**config.mk**
```make
export PLATFORM = sky130hd
export DESIGN_NAME = escaped_serial_frame_receiver_ack_top
export DESIGN_NICKNAME = d
export VERILOG_FILES = /design/src/rtl/esfr_pkg.sv /design/src/rtl/esfr_ram.sv /design/src/rtl/esfr_parse.sv /design/src/rtl/esfr_emit.sv /design/src/rtl/escaped_serial_frame_receiver_ack_top.sv
export SDC_FILE = /design/constraint.sdc
export NUM_CORES = 1
export LEC_CHECK = 0
export BUFFER_PORTS_ARGS = -buffer_cell sky130_fd_sc_hd__buf_4
export CAP_MARGIN = 5
export CORE_MARGIN = 8
export CORE_UTILIZATION = 45
export CTS_CLUSTER_SIZE = 25
export DETAILED_ROUTE_END_ITERATION = 12
export GPL_TIMING_DRIVEN = 0
export PLACE_DENSITY = 0.71
export SLEW_MARGIN = 20
export SYNTH_ARGS = -nofsm -noshare
export SYNTH_HDL_FRONTEND = slang
export SYNTH_SLANG_ARGS = --single-unit
```
**constraint.sdc**
```tcl
create_clock -name clk -period 7.1 [get_ports clk]
set_clock_uncertainty 0.05 [all_clocks]
set_input_delay 0.355 -clock clk [delete_from_list [all_inputs] [get_ports clk]]
set_output_delay 0.355 -clock clk [all_outputs]
set_load 0.1 [all_outputs]
```
**src/rtl/esfr_pkg.sv**
```systemverilog
`timescale 1ns / 1ps

package esfr_pkg;

	// Payload buffer geometry
	localparam int BUF_DEPTH = 32;
	localparam int ADDR_W    = (BUF_DEPTH > 1) ? $clog2(BUF_DEPTH) : 1;
	localparam int CNT_W     = $clog2(BUF_DEPTH + 1);

	// Line codes
	localparam logic [7:0] SYNC_CODE  = 8'h7E;
	localparam logic [7:0] ESC_CODE   = 8'h7D;
	localparam logic [7:0] ESC_SYNC   = 8'h5E;
	localparam logic [7:0] ESC_ESC    = 8'h5D;
	localparam logic [7:0] ESC_XOR    = 8'h20;
	localparam logic [7:0] PROTO_CODE = 8'h44;
	localparam logic [7:0] ACK_CODE   = 8'h43;

	// Frame byte positions (1-based, saturating at POS_BODY)
	localparam logic [3:0] POS_PROTO = 4'd1;
	localparam logic [3:0] POS_SEQ   = 4'd2;
	localparam logic [3:0] POS_LEN   = 4'd8;
	localparam logic [3:0] POS_GROUP = 4'd9;
	localparam logic [3:0] POS_TYPE  = 4'd10;
	localparam logic [3:0] POS_BODY  = 4'd11;

	// Footer progress
	localparam logic [1:0] FOOT_NONE = 2'd0;
	localparam logic [1:0] FOOT_LOW  = 2'd1;
	localparam logic [1:0] FOOT_DONE = 2'd2;

	// Payload length loaded at sync (-1, nine bits)
	localparam logic [8:0] REM_SYNC = 9'h1FF;

	// Destination codes
	localparam logic DEST_ACK  = 1'b0;
	localparam logic DEST_LINE = 1'b1;

	// One CRC-16-CCITT byte step, zero-init variant (byte-swap form)
	function automatic logic [15:0] crc_step(input logic [15:0] crc, input logic [7:0] b);
		logic [15:0] x;
		x = {crc[7:0], crc[15:8]} ^ {8'h00, b};
		x = x ^ {12'h000, x[7:4]};
		x = x ^ {x[3:0], 12'h000};
		x = x ^ {3'b000, x[7:0], 5'b00000};
		return x;
	endfunction

	// CRC after the ack code byte; the sequence byte is folded in later
	localparam logic [15:0] ACK_CRC_SEED  = crc_step(16'h0000, ACK_CODE);
	localparam logic [15:0] ACK_CRC_RESET = crc_step(ACK_CRC_SEED, 8'h00);

	typedef enum logic [2:0] {
		E_IDLE,
		E_PASS,
		E_ACK,
		E_RD,
		E_WR
	} emit_state_t;

	typedef enum logic [2:0] {
		AF_OPEN,
		AF_CODE,
		AF_SEQ,
		AF_CRC_LO,
		AF_CRC_HI,
		AF_CLOSE
	} ack_field_t;

	// Work handed from the parser to the emitter
	typedef struct packed {
		logic              pass;
		logic              ack;
		logic [7:0]        data;
		logic [7:0]        seq;
		logic [15:0]       crc;
		logic [CNT_W-1:0]  cnt;
	} esfr_cmd_t;

endpackage

```
**src/rtl/esfr_ram.sv**
```systemverilog
`timescale 1ns / 1ps

module esfr_ram
	import esfr_pkg::*;
(
	input  logic              clk,
	input  logic              we,
	input  logic [ADDR_W-1:0] waddr,
	input  logic [7:0]        wdata,
	input  logic              re,
	input  logic [ADDR_W-1:0] raddr,
	output logic [7:0]        rdata
);

	logic [7:0] mem [BUF_DEPTH];

	always_ff @(posedge clk) begin
		if (we) begin
			mem[waddr] <= wdata;
		end
	end

	always_ff @(posedge clk) begin
		if (re) begin
			rdata <= mem[raddr];
		end
	end

endmodule

```
**src/rtl/esfr_parse.sv**
```systemverilog
`timescale 1ns / 1ps

module esfr_parse
	import esfr_pkg::*;
(
	input  logic              clk,
	input  logic              arst_n,
	input  logic              accept,
	input  logic [7:0]        in_byte,
	input  logic              framing_enable,
	input  logic              cfg_wr_en,
	output esfr_cmd_t         cmd,
	output logic              wr_en,
	output logic [ADDR_W-1:0] wr_addr,
	output logic [7:0]        wr_data
);

	logic [3:0]       pos_q, pos_d;
	logic             err_q, err_d;
	logic             esc_q, esc_d;
	logic [8:0]       rem_q, rem_d;
	logic [15:0]      crc_q, crc_d;
	logic [15:0]      fcrc_q, fcrc_d;
	logic [1:0]       fpos_q, fpos_d;
	logic             ackp_q, ackp_d;
	logic [7:0]       seq_q, seq_d;
	logic [15:0]      ackcrc_q, ackcrc_d;
	logic [CNT_W-1:0] cnt_q, cnt_d;

	logic [7:0]  c;
	logic [3:0]  pos_n;
	logic [15:0] crc_n;
	logic        crc_now;
	logic [15:0] footer;

	always_comb begin
		pos_d    = pos_q;
		err_d    = err_q;
		esc_d    = esc_q;
		rem_d    = rem_q;
		crc_d    = crc_q;
		fcrc_d   = fcrc_q;
		fpos_d   = fpos_q;
		ackp_d   = ackp_q;
		seq_d    = seq_q;
		ackcrc_d = ackcrc_q;
		cnt_d    = cnt_q;
		cmd      = '0;
		wr_en    = 1'b0;
		wr_addr  = cnt_q[ADDR_W-1:0];

		// unescape
		c = in_byte;
		if (esc_q) begin
			if (in_byte == ESC_ESC) begin
				c = ESC_CODE;
			end else if (in_byte == ESC_SYNC) begin
				c = SYNC_CODE;
			end
		end
		wr_data = c;

		pos_n   = (pos_q < POS_BODY) ? pos_q + 4'd1 : pos_q;
		crc_now = (rem_q != 9'd0) || (pos_n == POS_GROUP) || (pos_n == POS_TYPE);
		crc_n   = crc_now ? crc_step(crc_q, c) : crc_q;
		footer  = {c, fcrc_q[7:0]};

		if (accept) begin
			if (!framing_enable) begin
				cmd.pass = 1'b1;
				cmd.data = in_byte;
			end else if (in_byte == SYNC_CODE) begin
				if (ackp_q) begin
					cmd.ack = 1'b1;
					cmd.seq = seq_q;
					cmd.crc = ackcrc_q;
					cmd.cnt = cnt_q;
					ackp_d  = 1'b0;
				end
				cnt_d  = '0;
				err_d  = 1'b0;
				pos_d  = '0;
				esc_d  = 1'b0;
				rem_d  = REM_SYNC;
				crc_d  = '0;
				fpos_d = FOOT_NONE;
				fcrc_d = '0;
			end else if (err_q) begin
				// drop until next sync
			end else if (in_byte == ESC_CODE) begin
				esc_d = 1'b1;
			end else begin
				esc_d = 1'b0;
				pos_d = pos_n;
				crc_d = crc_n;
				if (pos_n == POS_PROTO) begin
					if (c != PROTO_CODE) begin
						err_d = 1'b1;
					end
				end else if (pos_n == POS_SEQ) begin
					seq_d    = c;
					ackcrc_d = crc_step(ACK_CRC_SEED, c);
				end else if (pos_n == POS_LEN) begin
					rem_d = {1'b0, c};
				end else if (pos_n < POS_BODY) begin
					// header bytes with no field of interest
				end else if (rem_q != 9'd0 && !rem_q[8]) begin
					rem_d = rem_q - 9'd1;
					if (cnt_q < CNT_W'(BUF_DEPTH)) begin
						wr_en = 1'b1;
						cnt_d = cnt_q + CNT_W'(1);
					end else begin
						err_d = 1'b1;
					end
				end else if (fpos_q == FOOT_NONE) begin
					fcrc_d = {8'h00, c};
					fpos_d = FOOT_LOW;
				end else if (fpos_q == FOOT_LOW) begin
					fcrc_d = footer;
					ackp_d = (footer == crc_n);
					fpos_d = FOOT_DONE;
				end
			end
		end

		// a mode change empties the buffer
		if (cfg_wr_en) begin
			cnt_d = '0;
		end
	end

	always_ff @(posedge clk or negedge arst_n) begin
		if (!arst_n) begin
			pos_q    <= '0;
			err_q    <= 1'b0;
			esc_q    <= 1'b0;
			rem_q    <= '0;
			crc_q    <= '0;
			fcrc_q   <= '0;
			fpos_q   <= FOOT_NONE;
			ackp_q   <= 1'b0;
			seq_q    <= '0;
			ackcrc_q <= ACK_CRC_RESET;
			cnt_q    <= '0;
		end else begin
			pos_q    <= pos_d;
			err_q    <= err_d;
			esc_q    <= esc_d;
			rem_q    <= rem_d;
			crc_q    <= crc_d;
			fcrc_q   <= fcrc_d;
			fpos_q   <= fpos_d;
			ackp_q   <= ackp_d;
			seq_q    <= seq_d;
			ackcrc_q <= ackcrc_d;
			cnt_q    <= cnt_d;
		end
	end

endmodule

```
**src/rtl/esfr_emit.sv**
```systemverilog
`timescale 1ns / 1ps

module esfr_emit
	import esfr_pkg::*;
(
	input  logic              clk,
	input  logic              arst_n,
	input  esfr_cmd_t         cmd,
	output logic              idle,
	output logic              rd_en,
	output logic [ADDR_W-1:0] rd_addr,
	input  logic [7:0]        rd_data,
	output logic              out_valid,
	input  logic              out_ready,
	output logic [7:0]        out_byte,
	output logic              out_dest,
	output logic              out_last
);

	emit_state_t      state_q, state_d;
	ack_field_t       fld_q, fld_d;
	logic             sub_q, sub_d;
	logic [CNT_W-1:0] ridx_q, ridx_d;
	logic [CNT_W-1:0] cnt_q;
	logic [7:0]       seq_q;
	logic [15:0]      crc_q;
	logic [7:0]       pass_q;

	logic             ovalid_q;
	logic [7:0]       obyte_q;
	logic             odest_q;
	logic             olast_q;

	logic       slot_free;
	logic [7:0] raw;
	logic       stuff;
	logic       load;
	logic [7:0] load_byte;
	logic       load_dest;
	logic       load_last;
	logic       rd_last;

	assign slot_free = !ovalid_q || out_ready;
	assign rd_last   = (ridx_q + CNT_W'(1)) == cnt_q;
	assign rd_addr   = ridx_q[ADDR_W-1:0];

	always_comb begin
		case (fld_q)
			AF_OPEN:   raw = SYNC_CODE;
			AF_CODE:   raw = ACK_CODE;
			AF_SEQ:    raw = seq_q;
			AF_CRC_LO: raw = crc_q[7:0];
			AF_CRC_HI: raw = crc_q[15:8];
			AF_CLOSE:  raw = SYNC_CODE;
			default:   raw = SYNC_CODE;
		endcase
	end

	// inner fields need byte stuffing
	assign stuff = (fld_q != AF_OPEN) && (fld_q != AF_CLOSE)
		&& ((raw == SYNC_CODE) || (raw == ESC_CODE));

	// next state
	always_comb begin
		state_d = state_q;
		fld_d   = fld_q;
		sub_d   = sub_q;
		ridx_d  = ridx_q;
		case (state_q)
			E_IDLE: begin
				if (cmd.pass) begin
					state_d = E_PASS;
				end else if (cmd.ack) begin
					state_d = E_ACK;
					fld_d   = AF_OPEN;
					sub_d   = 1'b0;
				end
			end
			E_PASS: begin
				if (slot_free) begin
					state_d = E_IDLE;
				end
			end
			E_ACK: begin
				if (slot_free) begin
					if (stuff && !sub_q) begin
						sub_d = 1'b1;
					end else if (fld_q == AF_CLOSE) begin
						ridx_d  = '0;
						state_d = (cnt_q == '0) ? E_IDLE : E_RD;
					end else begin
						sub_d = 1'b0;
						fld_d = ack_field_t'(fld_q + 3'd1);
					end
				end
			end
			E_RD: begin
				state_d = E_WR;
			end
			E_WR: begin
				if (slot_free) begin
					ridx_d  = ridx_q + CNT_W'(1);
					state_d = rd_last ? E_IDLE : E_RD;
				end
			end
			default: begin
				state_d = E_IDLE;
			end
		endcase
	end

	// outputs
	always_comb begin
		idle      = 1'b0;
		rd_en     = 1'b0;
		load      = 1'b0;
		load_byte = raw;
		load_dest = DEST_ACK;
		load_last = 1'b0;
		case (state_q)
			E_IDLE: begin
				idle = 1'b1;
			end
			E_PASS: begin
				load      = slot_free;
				load_byte = pass_q;
				load_dest = DEST_LINE;
				load_last = 1'b1;
			end
			E_ACK: begin
				load = slot_free;
				if (stuff && !sub_q) begin
					load_byte = ESC_CODE;
				end else if (sub_q) begin
					load_byte = raw ^ ESC_XOR;
				end else begin
					load_byte = raw;
				end
				load_last = (fld_q == AF_CLOSE) && (cnt_q == '0);
			end
			E_RD: begin
				rd_en = 1'b1;
			end
			E_WR: begin
				load      = slot_free;
				load_byte = rd_data;
				load_dest = DEST_LINE;
				load_last = rd_last;
			end
			default: begin
				idle = 1'b0;
			end
		endcase
	end

	always_ff @(posedge clk or negedge arst_n) begin
		if (!arst_n) begin
			state_q  <= E_IDLE;
			fld_q    <= AF_OPEN;
			sub_q    <= 1'b0;
			ridx_q   <= '0;
			ovalid_q <= 1'b0;
		end else begin
			state_q <= state_d;
			fld_q   <= fld_d;
			sub_q   <= sub_d;
			ridx_q  <= ridx_d;
			if (load) begin
				ovalid_q <= 1'b1;
			end else if (out_ready) begin
				ovalid_q <= 1'b0;
			end
		end
	end

	always_ff @(posedge clk) begin
		if (state_q == E_IDLE && (cmd.pass || cmd.ack)) begin
			pass_q <= cmd.data;
			seq_q  <= cmd.seq;
			crc_q  <= cmd.crc;
			cnt_q  <= cmd.cnt;
		end
		if (load) begin
			obyte_q <= load_byte;
			odest_q <= load_dest;
			olast_q <= load_last;
		end
	end

	assign out_valid = ovalid_q;
	assign out_byte  = obyte_q;
	assign out_dest  = odest_q;
	assign out_last  = olast_q;

endmodule

```
**src/rtl/escaped_serial_frame_receiver_ack_top.sv**
```systemverilog
`timescale 1ns / 1ps

// Escaped serial frame receiver with acknowledge. Feed received UART bytes
// on s_axis. With framing_enable at 0 every byte comes back on m_axis with
// tuser=1 (line input) and tlast=1. With framing_enable at 1 the block
// deframes HDLC-style traffic: 0x7E delimits frames, 0x7D escapes the next
// byte, byte 1 must be 0x44, byte 2 is the sequence number, byte 8 the
// payload length, bytes 9-10 group and type, then payload and a
// little-endian CRC-16-CCITT (zero init) footer. Payload bytes are held in a
// 32-entry buffer. When the footer checks, the next 0x7E emits an escaped
// ack frame (0x7E 0x43 seq crc_lo crc_hi 0x7E, tuser=0) followed by the
// buffered payload (tuser=1); tlast flags the final byte of that burst.
// Timing: a non-sync byte is absorbed in the cycle it is taken; a pass-through
// byte moves into the emitter's pass register, then into the output register.
// An ack burst puts out one byte per cycle for the ack frame while m_axis_tready
// stays high, then reads each payload byte from the buffer's single registered
// read port before loading it. New input is refused (s_axis_tready low) while
// a burst is being generated and while a pass-through byte waits to move into
// the output register, so a new byte is not taken before the previous one has
// moved; that wait stretches while the previous result still waits there.
// The buffer needs no clearing pass after reset. Write framing_enable only
// while idle; each write also empties the payload buffer.

module escaped_serial_frame_receiver_ack_top
	import esfr_pkg::*;
(
	input  logic       clk,
	input  logic       arst_n,
	// configuration: framing_enable
	input  logic       cfg_wr_en,
	input  logic       cfg_wr_data,
	// received bytes
	input  logic       s_axis_tvalid,
	output logic       s_axis_tready,
	input  logic [7:0] s_axis_tdata,   // [7:0] in_byte
	// acks and delivered payload
	output logic       m_axis_tvalid,
	input  logic       m_axis_tready,
	output logic [7:0] m_axis_tdata,   // [7:0] out_byte
	output logic       m_axis_tuser,   // [0] destination
	output logic       m_axis_tlast    // [0] last
);

	logic              framing_enable_q;
	logic              s_accept;
	logic              emit_idle;
	esfr_cmd_t         cmd;

	logic              wr_en;
	logic [ADDR_W-1:0] wr_addr;
	logic [7:0]        wr_data;
	logic              rd_en;
	logic [ADDR_W-1:0] rd_addr;
	logic [7:0]        rd_data;

	always_ff @(posedge clk or negedge arst_n) begin
		if (!arst_n) begin
			framing_enable_q <= 1'b0;
		end else if (cfg_wr_en) begin
			framing_enable_q <= cfg_wr_data;
		end
	end

	// a request is taken whenever the emitter state machine is idle
	assign s_axis_tready = emit_idle;
	assign s_accept      = s_axis_tvalid && s_axis_tready;

	// per-byte frame decoding, CRC, buffer writes
	esfr_parse u_parse (
		.clk            (clk),
		.arst_n         (arst_n),
		.accept         (s_accept),
		.in_byte        (s_axis_tdata),
		.framing_enable (framing_enable_q),
		.cfg_wr_en      (cfg_wr_en),
		.cmd            (cmd),
		.wr_en          (wr_en),
		.wr_addr        (wr_addr),
		.wr_data        (wr_data)
	);

	// payload buffer; reads and writes never overlap since input stalls
	// during a burst
	esfr_ram u_ram (
		.clk   (clk),
		.we    (wr_en),
		.waddr (wr_addr),
		.wdata (wr_data),
		.re    (rd_en),
		.raddr (rd_addr),
		.rdata (rd_data)
	);

	// ack framing, payload release, output register
	esfr_emit u_emit (
		.clk       (clk),
		.arst_n    (arst_n),
		.cmd       (cmd),
		.idle      (emit_idle),
		.rd_en     (rd_en),
		.rd_addr   (rd_addr),
		.rd_data   (rd_data),
		.out_valid (m_axis_tvalid),
		.out_ready (m_axis_tready),
		.out_byte  (m_axis_tdata),
		.out_dest  (m_axis_tuser),
		.out_last  (m_axis_tlast)
	);

endmodule

```
## After elaboration in Yosys (flattened, before gate mapping)

Memory sizes are Yosys's and may differ from the RTL's. A register that Yosys moved wholly into a read port is not among the register bits.
Cells that the tools add are included.

| storage, ports and cells | value |
|---|---|
| flip-flop bits (word level) | 135 |
| memory bits (writable) | 256 |
| memories | 1 |

| operators by class | value |
|---|---|
| add/subtract/negate cells | 5 |
| magnitude comparators | 3 |
| equal/unequal tests | 50 |
| multiplexer cells | 133 |
| bitwise gates (word level) | 14 |
| reduce and logical (&&, ||, !) cells | 48 |

Memories:

| memory | words | width | rd ports | clocked after Yosys merged registers in | write ports | RTL line | text |
|---|---|---|---|---|---|---|---|
| u_ram.mem | 32 | 8 | 1 | 1 | 1 | esfr_ram.sv:15 | `logic [7:0] mem [BUF_DEPTH];` |

Operators by type and width:

| kind | count |
|---|---|
| two-way mux 8 bit | 14 |
| two-way mux 6 bit | 17 |
| two-way mux 30 bit | 3 |
| two-way mux 9 bit | 8 |
| two-way mux 16 bit | 4 |
| two-way mux 1 bit | 51 |
| equality test 8 x 7 -> 1 bit (second input constant) | 6 |
| two-way mux 40 bit | 1 |
| two-way mux 3 bit | 12 |
| case mux 8 bit (4 select lines) | 1 |
| XOR 16 x 13 -> 16 bit | 2 |
| XOR 16 bit | 2 |
| XOR 16 x 4 -> 16 bit | 2 |
| AND reduction 10 bit | 3 |
| two-way mux 2 bit | 12 |
| != test 2 x 1 -> 1 bit (second input constant) | 12 |
| case mux 8 bit (3 select lines) | 1 |
| != test 3 x 2 -> 1 bit (second input constant) | 6 |
| equality test 16 bit | 1 |
| two-way mux 4 bit | 4 |
| XOR 16 x 8 -> 16 bit | 1 |
| case mux 3 bit (5 select lines) | 1 |
| nonzero test 3 bit | 5 |
| nonzero test 2 bit | 7 |
| 41 further kinds | 77 |

## Logic depth before layout (Yosys ltp)

Gate-level depths: netlist of the first run.

| depth | value |
|---|---|
| depth in word-level cells | 20 |
| gate-level depth with buffers | 11 |

## Modules after synthesis

From an unflattened synthesis of the first run, not the netlist that was laid out.

| unflattened totals | value |
|---|---|
| cells, all modules | 1167 |
| area total of the unflattened synthesis | 17845.9 um^2 |

By module, submodules not included:

| module | instances | cells each | area an instance (um^2) |
|---|---|---|---|
| esfr_ram | 1 | 417 | 10133.5 |
| esfr_parse | 1 | 506 | 4653.2 |
| esfr_emit | 1 | 241 | 3012.9 |
| escaped_serial_frame_receiver_ack_top | 1 | 3 | 46.3 |

## Worst setup path after synthesis of the first run

Ideal clock, no wire load.

| timing path | value |
|---|---|
| kind | register to register |
| from | register u_emit.state_q[2] |
| to | memory u_ram.mem[10][0] (enable) |
| setup time | 0.370 ns |
| arrival | 3.602 ns |
| required time | 6.680 ns |
| slack | 3.078 ns |
| stages on the path, launching flop included | 8 |
| path through | dfrtp_1 nor3_2 and3_1 o21a_1 nand2_1 nor4b_1 nand2_1 nor2_1 |

| between the ends | value |
|---|---|
| longest elaborated chain between the ends | 6 |

Ends and longest elaborated chain:

| element | RTL line | text |
|---|---|---|
| start, declared | esfr_emit.sv:20 | `emit_state_t state_q, state_d;` |
| start signal, assigned | esfr_emit.sv:164 | `state_q <= state_d;` |
| logical NOT 3 bit | esfr_emit.sv:120 | `case (state_q)` |
| two-way mux 1 bit | esfr_emit.sv:120 |  |
| net s_axis_tready | escaped_serial_frame_receiver_ack_top.sv:34 | `output logic s_axis_tready,` |
| logical AND 1 bit | escaped_serial_frame_receiver_ack_top.sv:66 | `assign s_accept = s_axis_tvalid && s_axis_tready;` |
| two-way mux 1 bit | esfr_parse.sv:68 | `if (accept) begin` |
| two-way mux 1 bit | esfr_ram.sv:18 | `if (we) begin` |
| two-way mux 1 bit (not written as such) | esfr_ram.sv:19 | `mem[waddr] <= wdata;` |
| end, declared | esfr_ram.sv:15 |  |

The timed path passes the listed nets, and every way through them passes these cells.

## Worst setup path in the final report of the first run

| timing path | value |
|---|---|
| from | register u_emit.state_q[2] |
| to | memory u_ram.mem[7][0] (enable) |

| between the ends | value |
|---|---|
| longest elaborated chain between the ends | 6 |

Ends and longest elaborated chain:

| element | RTL line |
|---|---|
| logical NOT 3 bit | esfr_emit.sv:120 |
| two-way mux 1 bit | esfr_emit.sv:120 |
| logical AND 1 bit | escaped_serial_frame_receiver_ack_top.sv:66 |
| two-way mux 1 bit | esfr_parse.sv:68 |
| two-way mux 1 bit | esfr_ram.sv:18 |
| two-way mux 1 bit (not written as such) | esfr_ram.sv:19 |

No other way between the ends.

==> results of run 1 <==
==> worst max-delay path: cells and delay by family, from the launching register on <==
family | cells | cell delay [ns]
and+or+nand+nor | 6 | 3.04
DFF | 1 | 0.45
AOI/OAI and AO/OA | 1 | 0.32
==> cells in the mapped netlist, drive strengths merged (6+ instances only) <==
cell    instances  share of area, %
o221ai         28               1.4
mux2           21               1.4
nor2b           9              0.32
buf            28              0.84
xor2           28               1.5
ha             13              0.94
and3            6              0.22
o22ai           9              0.32
nor2           72               1.6
a22oi           8              0.35
clkbuf         50               1.1
nand2b          7              0.27
xnor2          33               1.7
inv            27              0.58
mux2i          63               3.6
nand2         132               2.9
nand4           8              0.29
a222oi          6              0.35
a22o            8              0.40
nor3b           6              0.29
o21ai          84               2.4
and2           41               1.5
dfstp           8               1.2
dfrtp          75                11
nand3          17              0.49
edfxtp        308                53
nor3           13              0.43
mux4           32               4.1
a21oi          63               1.8
nand3b          6              0.26
o31ai           7              0.30
==> cells in the final DEF, fill, tap and decap left out, drive strengths merged, types with 32 or more instances in the layout <==
cell type | synthesis | routed
and2 | 41 | 41
mux2i | 63 | 63
buf | 28 | 50
edfxtp | 308 | 308
dfrtp | 75 | 75
a21oi | 63 | 63
nand2 | 132 | 132
o21ai | 84 | 84
xnor2 | 33 | 33
clkbuf | 50 | 107
nor2 | 72 | 72
mux4 | 32 | 32
==> routing by layer <==
layer	track usage, %	wire length, µm
met5	0	0
met4	5.78	1090
met2	29.1	19200
met1	24.7	17200
met3	3.30	2730
==> sequential cells by signal, summed over array words and instances (netlist names), 2 cells and up <==
| register | count |
|---|---|
| u_emit.cnt_q | 6 |
| u_emit.crc_q | 14 |
| u_emit.fld_q | 3 |
| u_emit.out_byte | 8 |
| u_emit.pass_q | 8 |
| u_emit.ridx_q | 6 |
| u_emit.seq_q | 6 |
| u_emit.state_q | 3 |
| u_parse.ackcrc_q | 14 |
| u_parse.cnt_q | 6 |
| u_parse.crc_q | 16 |
| u_parse.fcrc_q | 8 |
| u_parse.fpos_q | 2 |
| u_parse.pos_q | 4 |
| u_parse.rem_q | 9 |
| u_parse.seq_q | 6 |
| u_ram.mem | 256 |
| u_ram.rdata | 8 |
==> worst max-delay path by stage <==
stage                  endpoint  slack (ns)  depth (start not counted)
3_3_place_gp   u_ram.mem[27][2]        2.91                          7
6_report        u_ram.mem[7][0]        2.85                          7
5_1_grt        u_ram.mem[17][1]        2.55                          8
3_5_place_dp    u_ram.mem[7][0]        2.95                          7
2_1_floorplan  u_ram.mem[10][0]        3.08                          7
4_1_cts         u_ram.mem[7][0]        2.92                          7
==> stage by stage <==
stage	util (%)	std cells
2_1_floorplan	-	1280
3_3_place_gp	47.4	1820
3_5_place_dp	47.4	1820
4_1_cts	50.9	1894
5_1_grt	51.0	1895
6_report	51.0	1895
==> kinds of logic after synthesis <==
group / count (synthesis) / synth area share (%)
AND/OR/NAND/NOR: 344 / 9.69
multiplexers: 116 / 9.14
XOR/XNOR: 61 / 3.12
buffers and inverters: 105 / 2.50
adder cells (fa/ha/maj): 13 / 0.936
AO/OA/AOI/OAI: 250 / 9.38
flip-flops: 391 / 65.2
==> power by group <==
group,internal (mW),leakage (nW),switching [mW],total (mW)
clock,1.28,0.651,0.848,2.13
sequential,2.70,3.82,0.135,2.84
combinational,0.848,2.45,1.43,2.28
==> layout make-up <==
cell class / instances / area (µm²)
fill: 3167 / 18800
multi-input combinational: 784 / 5610
sequential: 391 / 11300
clock buffer: 57 / 1130
inverter: 27 / 101
clock inverter: 15 / 196
tap: 518 / 648
buffer: 78 / 342
timing repair buffer: 25 / 199
==> what timing repair did <==
action / in CTS / in global routing
hold endpoints to repair: 5 / 75
hold buffers: 2 / 1
setup buffers: 0 / 0
endpoints found under the setup margin: 0 / 0
==> impl_metrics.env, run 1 <==
export IMPL_n_antenna_cell=0
export IMPL_groute_usage_overall_pct=18.1
export IMPL_cts_buffers=40
export IMPL_final_min_clock_period_ns=4.25
export IMPL_cp_max_fo=9
export IMPL_grt_max_degree=84
export IMPL_wl_per_cell_um=21.3
export IMPL_cts_clk_slew_worst_paths_ns=0.06
export IMPL_drive_above_1_share_pct=13.1
export IMPL_slowest_stage="nor2_1"
export IMPL_outcome="finished, final reports clean"
export IMPL_start_util_pct=45.3
export IMPL_regToRegStartpoint="u_emit.state_q[2]"
export IMPL_hold_ws_ns=0.152
export IMPL_wl_mm=40.3
export IMPL_finalPower_mw=7.25
export IMPL_hold_end="u_emit.pass_q[5]"
export IMPL_end_kind="register"
export IMPL_cts_htree_levels=2
export IMPL_via_count=10797
export IMPL_setup_tns_ns=0
export IMPL_routabilityCongestion=0.859
export IMPL_io_buffers=22
export IMPL_hold_violations=0
export IMPL_crit_start="u_emit.state_q[2]"
export IMPL_cts_resized=0
export IMPL_setup_viol=0
export IMPL_worstPathRequired_ns=7.20
export IMPL_ctsLongestPathBuffers=3
export IMPL_clock_root_buffer="clkbuf_16"
export IMPL_worstSetupPathType="register to register"
export IMPL_critPathMaxStageDelay_ns=0.81
export IMPL_maxSlewViolCount=0
export IMPL_syn_nets=1307
export IMPL_rsz0062_at_grt="false"
export IMPL_fin_nets=1374
export IMPL_relSlewSlack_pct=36.8
export IMPL_peakVddDrop_v=0.000209
export IMPL_synth_warnings=0
export IMPL_startpoint_type="register"
export IMPL_grt_pass1_vias=10777
export IMPL_synth_cell_types=75
export IMPL_worstHoldPathCells=2
export IMPL_cts_tree="built"
export IMPL_die_w_um=213
export IMPL_crit_top_cell="nand2_1"
export IMPL_synth_seq_cells=391
export IMPL_finalCritPeriodShare_pct=59.9
export IMPL_fmax_mhz=235
export IMPL_drt_iter0_markers=1130
export IMPL_drt_vias_per_instance=5.70
export IMPL_io_pins=26
export IMPL_syn_area_um2=17400
export IMPL_final_area_um2=19600
export IMPL_seq_area_frac_synth_pct=65.2
export IMPL_clock_sinks=391
export IMPL_synthCells=1280
export IMPL_rrSetupSlack_ns=2.85
export IMPL_overflow=0
export IMPL_timing_rr_end="u_ram.mem[7][0]"
export IMPL_postPlaceCellArea_um2=18200
export IMPL_setup_slack_ns=2.85
export IMPL_rows=72
export IMPL_grt_pass1_wl_mm=63.0
export IMPL_clock_latency_ns=0.54
export IMPL_areaGrowthSynthToFinish_pct=12.6
export IMPL_dp_worst_setup_slack_ns=2.95
export IMPL_design_die_area_um2=45200
export IMPL_avgSynthCellArea_um2=13.6
export IMPL_r2r_cells=7
export IMPL_max_cap_viol_count=0
export IMPL_die_h_um=213
export IMPL_antenna_found_initial=0
export IMPL_crit_chain="nor3_2, and3_1, o21a_1, nand2_1, nor4b_1, nand2_1, nor2_1"
export IMPL_dr_pass1_iters=8
export IMPL_ys_flop_type="edfxtp_1"
export IMPL_power_density_nw_per_um2=371
export IMPL_arrival_ns=4.36
export IMPL_min_path_type="primary input to register"
export IMPL_drc_errors=0
export IMPL_hpwl_mm=26.3
export IMPL_antenna_left=0
export IMPL_cellLeakagePower_nw=6.92
export IMPL_ys_async_sr_fraction_pct=21.2
export IMPL_synth_edf_count=308
export IMPL_worst_pin_slew_ns=0.948
export IMPL_hp_start="s_axis_tdata[5]"
export IMPL_core_area_um2=38400
Power figures use the tool's default switching activity.
==> run 2, diff against run 1 <==
- ABC_AREA: default -> 1
- PLACE_DENSITY: 0.71 -> 0.73
- clock period: 7.1 -> 3.45 ns (I/O delays scaled with it)
==> run 2 against run 1 <==
  * Sequential cell count unchanged
  * Register-to-register slack got worse by 2.8 ns
  * Fmax increased by 24%
  * First-iteration DRC count increased by 30%
  * Area after synthesis increased by 2.0%
  * Setup slack got worse by 2.8 ns
  * Via count increased by 22%
  * Die area increased by 1.8%
  * Count of clock-buffer cells in the layout increased by 3
  * Clock power increased by 120%
  * Utilization increased by 1.1 points
  * Wire length increased by 23%
==> impl_metrics.env, run 2 <==
export IMPL_outcome="finished, final reports clean"
export IMPL_syn_area_um2=17700
export IMPL_finalPower_mw=13.8
export IMPL_nFillCells=3414
export IMPL_top_regs="u_ram.mem: 256 flops, u_parse.crc_q: 16 flops"
export IMPL_setup_viol=0
export IMPL_drt_iter0_markers=1473
export IMPL_fin_nets=1818
export IMPL_cts_clk_slew_worst_paths_ns=0.06
export IMPL_multi_input_area_um2=5570
export IMPL_rsz0062_at_grt="true"
export IMPL_via_count=13177
export IMPL_critPathMaxStageDelay_ns=0.62
export IMPL_r2r_cells=9
export IMPL_worstSetupPathType="register to register"
export IMPL_wl_mm=49.7
export IMPL_synth_seq_cells=391
export IMPL_synth_most_common_cell="edfxtp_1"
export IMPL_synth_edf_count=308
export IMPL_crit_chain="nor2_2, nand3_1, nor2_4, inv_1, nor2_2, nand3_2, nor3_2, nand2_1, nor2_2"
export IMPL_start_util_pct=45.8
export IMPL_power_density_nw_per_um2=686
export IMPL_synth_top_area_share_pct=52.2
export IMPL_regToRegStartpoint="u_emit.state_q[2]"
export IMPL_avgSynthCellArea_um2=10.3
export IMPL_path_depth=9
export IMPL_largest_reg_flops=256
export IMPL_drt_vias_per_instance=5.63
export IMPL_synth_common_cells="308 x edfxtp_1, 284 x nor2_1, 245 x nand2_1"
export IMPL_startpoint_type="register"
export IMPL_ys_flop_type="edfxtp_1"
export IMPL_io_pins=26
export IMPL_arrival_ns=3.58
export IMPL_grt_pass1_wl_mm=76.4
export IMPL_worst_path_buf_inv=1
export IMPL_synth_area_leader_cell="edfxtp_1"
export IMPL_synth_cell_types=51
export IMPL_maxSlewViolCount=0
export IMPL_fmax_mhz=290
export IMPL_die_w_um=214
export IMPL_min_path_type="primary input to register"
export IMPL_io_buffers=24
export IMPL_timing_rr_end="u_ram.mem[6][6]"
export IMPL_final_core_util_pct=52.0
export IMPL_final_common_cell="edfxtp_1"
export IMPL_grt_pass1_vias=12846
export IMPL_seq_area_frac_synth_pct=64.0
export IMPL_core_area_um2=38700
export IMPL_antenna_left=0
export IMPL_dp_cells=2257
export IMPL_syn_nets=1741
export IMPL_hpwl_mm=33.4
export IMPL_worstPathRequired_ns=3.59
export IMPL_clock_latency_ns=0.56
export IMPL_areaGrowthSynthToFinish_pct=13.7
export IMPL_routabilityCongestion=0.970
export IMPL_hold_violations=0
export IMPL_drc_errors=0
export IMPL_worst_pin_slew_ns=0.888
export IMPL_relSlewSlack_pct=40.8
export IMPL_cts_tree="built"
export IMPL_top_register="u_ram.mem"
export IMPL_fin_cells=2342
export IMPL_cp_endpoint="u_ram.mem[6][6]"
export IMPL_rows=72
export IMPL_end_kind="register"
export IMPL_cts_buffers=42
export IMPL_ctsLongestPathBuffers=3
export IMPL_groute_usage_overall_pct=21.3
export IMPL_ys_top_cells_by_area="edfxtp_1 52%, dfrtp_1 11%, nor2_1 6.0%"
export IMPL_wl_per_cell_um=21.2
export IMPL_grt_max_degree=84
export IMPL_peakVddDrop_v=0.000388
export IMPL_drive_above_1_share_pct=12.1
export IMPL_regArea_um2=11300
export IMPL_cp_top_family="simple AND/OR/NAND/NOR gates"
export IMPL_overflow=0
export IMPL_max_cap_viol_count=0
export IMPL_final_min_clock_period_ns=3.44
export IMPL_design_die_area_um2=46000
export IMPL_cellLeakagePower_nw=7.68
export IMPL_n_antenna_cell=0
export IMPL_dr_pass1_iters=6
export IMPL_clock_root_buffer="clkbuf_16"
export IMPL_synthCells=1714
export IMPL_clock_sinks=391
export IMPL_ys_async_sr_fraction_pct=21.2
export IMPL_synth_warnings=0
export IMPL_die_h_um=214
export IMPL_slowest_stage="nor2_2"
export IMPL_finalCritPeriodShare_pct=99.8
export IMPL_rrSetupSlack_ns=0.008
export IMPL_crit_top_cell="nor2_2"
export IMPL_cts_htree_levels=2
export IMPL_layout_common_cells="308 x edfxtp_1, 252 x nor2_1, 244 x nand2_1"
export IMPL_crit_start="u_emit.state_q[2]"
export IMPL_hold_ws_ns=0.0597
export IMPL_cp_max_fo=8
export IMPL_antenna_found_initial=0
run 2: cell count changes after synthesis, sizes merged, moves of 21 or more:
cell    delta
nor2     +227
o22ai     +85
mux2i     -63
and2      -41
o221ai    -27
inv      +102
nand3     +76
xnor2     -24
mux4      -32
o21ai    +148
a21oi     -45
mux2      -21
nand2    +134
run 2: metrics by stage:
stage / cell area [µm²] / TNS (ns) / worst slack (ns)
3_5_place_dp: 18600 / -0.257 / -0.0222
6_report: 20200 / 0 / 0.00759
4_1_cts: 20100 / -1.27 / -0.0280
5_1_grt: 20200 / -28.39 / -0.160
2_1_floorplan: 17700 / 0 / 0.934
3_3_place_gp: 18600 / -0.292 / -0.0273
run 2: layout make-up:
| cell class | instances | area share, % |
|---|---|---|
| tap | 518 | 3.22 |
| buffer | 87 | 2.10 |
| timing repair buffer | 33 | 1.41 |
| clock buffer | 60 | 5.92 |
| sequential | 391 | 56.2 |
| multi-input combinational | 1105 | 27.7 |
| inverter | 131 | 2.44 |
| clock inverter | 17 | 1.01 |
run 2: kinds of logic after synthesis:
group	after synthesis	share of synthesized area (%)
compound gates	371	11.6
xor+xnor	31	1.57
fa+ha+maj	13	0.918
buf+inv	218	5.11
flops	391	64.0
simple gates	690	16.8
run 2: worst min path at each step:
stage	start	end	slack, ns	cells past startpoint
global placement	cfg_wr_data	framing_enable_q	0.36	3
CTS	s_axis_tdata[5]	u_emit.pass_q[5]	0.02	3
global route	s_axis_tdata[5]	u_emit.pass_q[5]	0.05	3
floorplan	arst_n	framing_enable_q	-0.17	0
detailed placement	cfg_wr_data	framing_enable_q	0.37	3
finish	s_axis_tdata[5]	u_emit.pass_q[5]	0.06	3
run 2: worst register-to-register path: stages (launching register included):
cell and delay [ns]:
dfrtp_1 0.41, nor2_2 0.15, nand3_1 0.17, nor2_4 0.23, inv_1 0.19, nor2_2 0.19, nand3_2 0.21, nor3_2 0.35
nand2_1 0.50, nor2_2 0.63
run 2: report_power, final:
part           internal, mW  total (mW)  switching (mW)
Combinational         0.907        3.70            2.79
Sequential             5.38        5.52           0.134
Clock                  2.72        4.61            1.89
Total                  9.01        13.8            4.81
run 2: repair_timing:
item,in CTS,in global routing
pin swaps,0,0
resized for setup,3,31
endpoints found under the hold margin,91,0
buffers inserted,0,0
setup endpoints to repair,71,256
gates cloned,0,0
hold buffers,8,0
run 2: routing by layer:
metal / wire, µm / GRT usage, % / up-vias / share of wire, %
li1: - / - / 6115 / -
met1: 20400 / 28.0 / 6404 / 41
met2: 23700 / 34.5 / 568 / 48
met3: 4100 / 4.22 / 90 / 8.3
met4: 1480 / 8.34 / 0 / 3.0
met5: 0 / 0 / - / 0
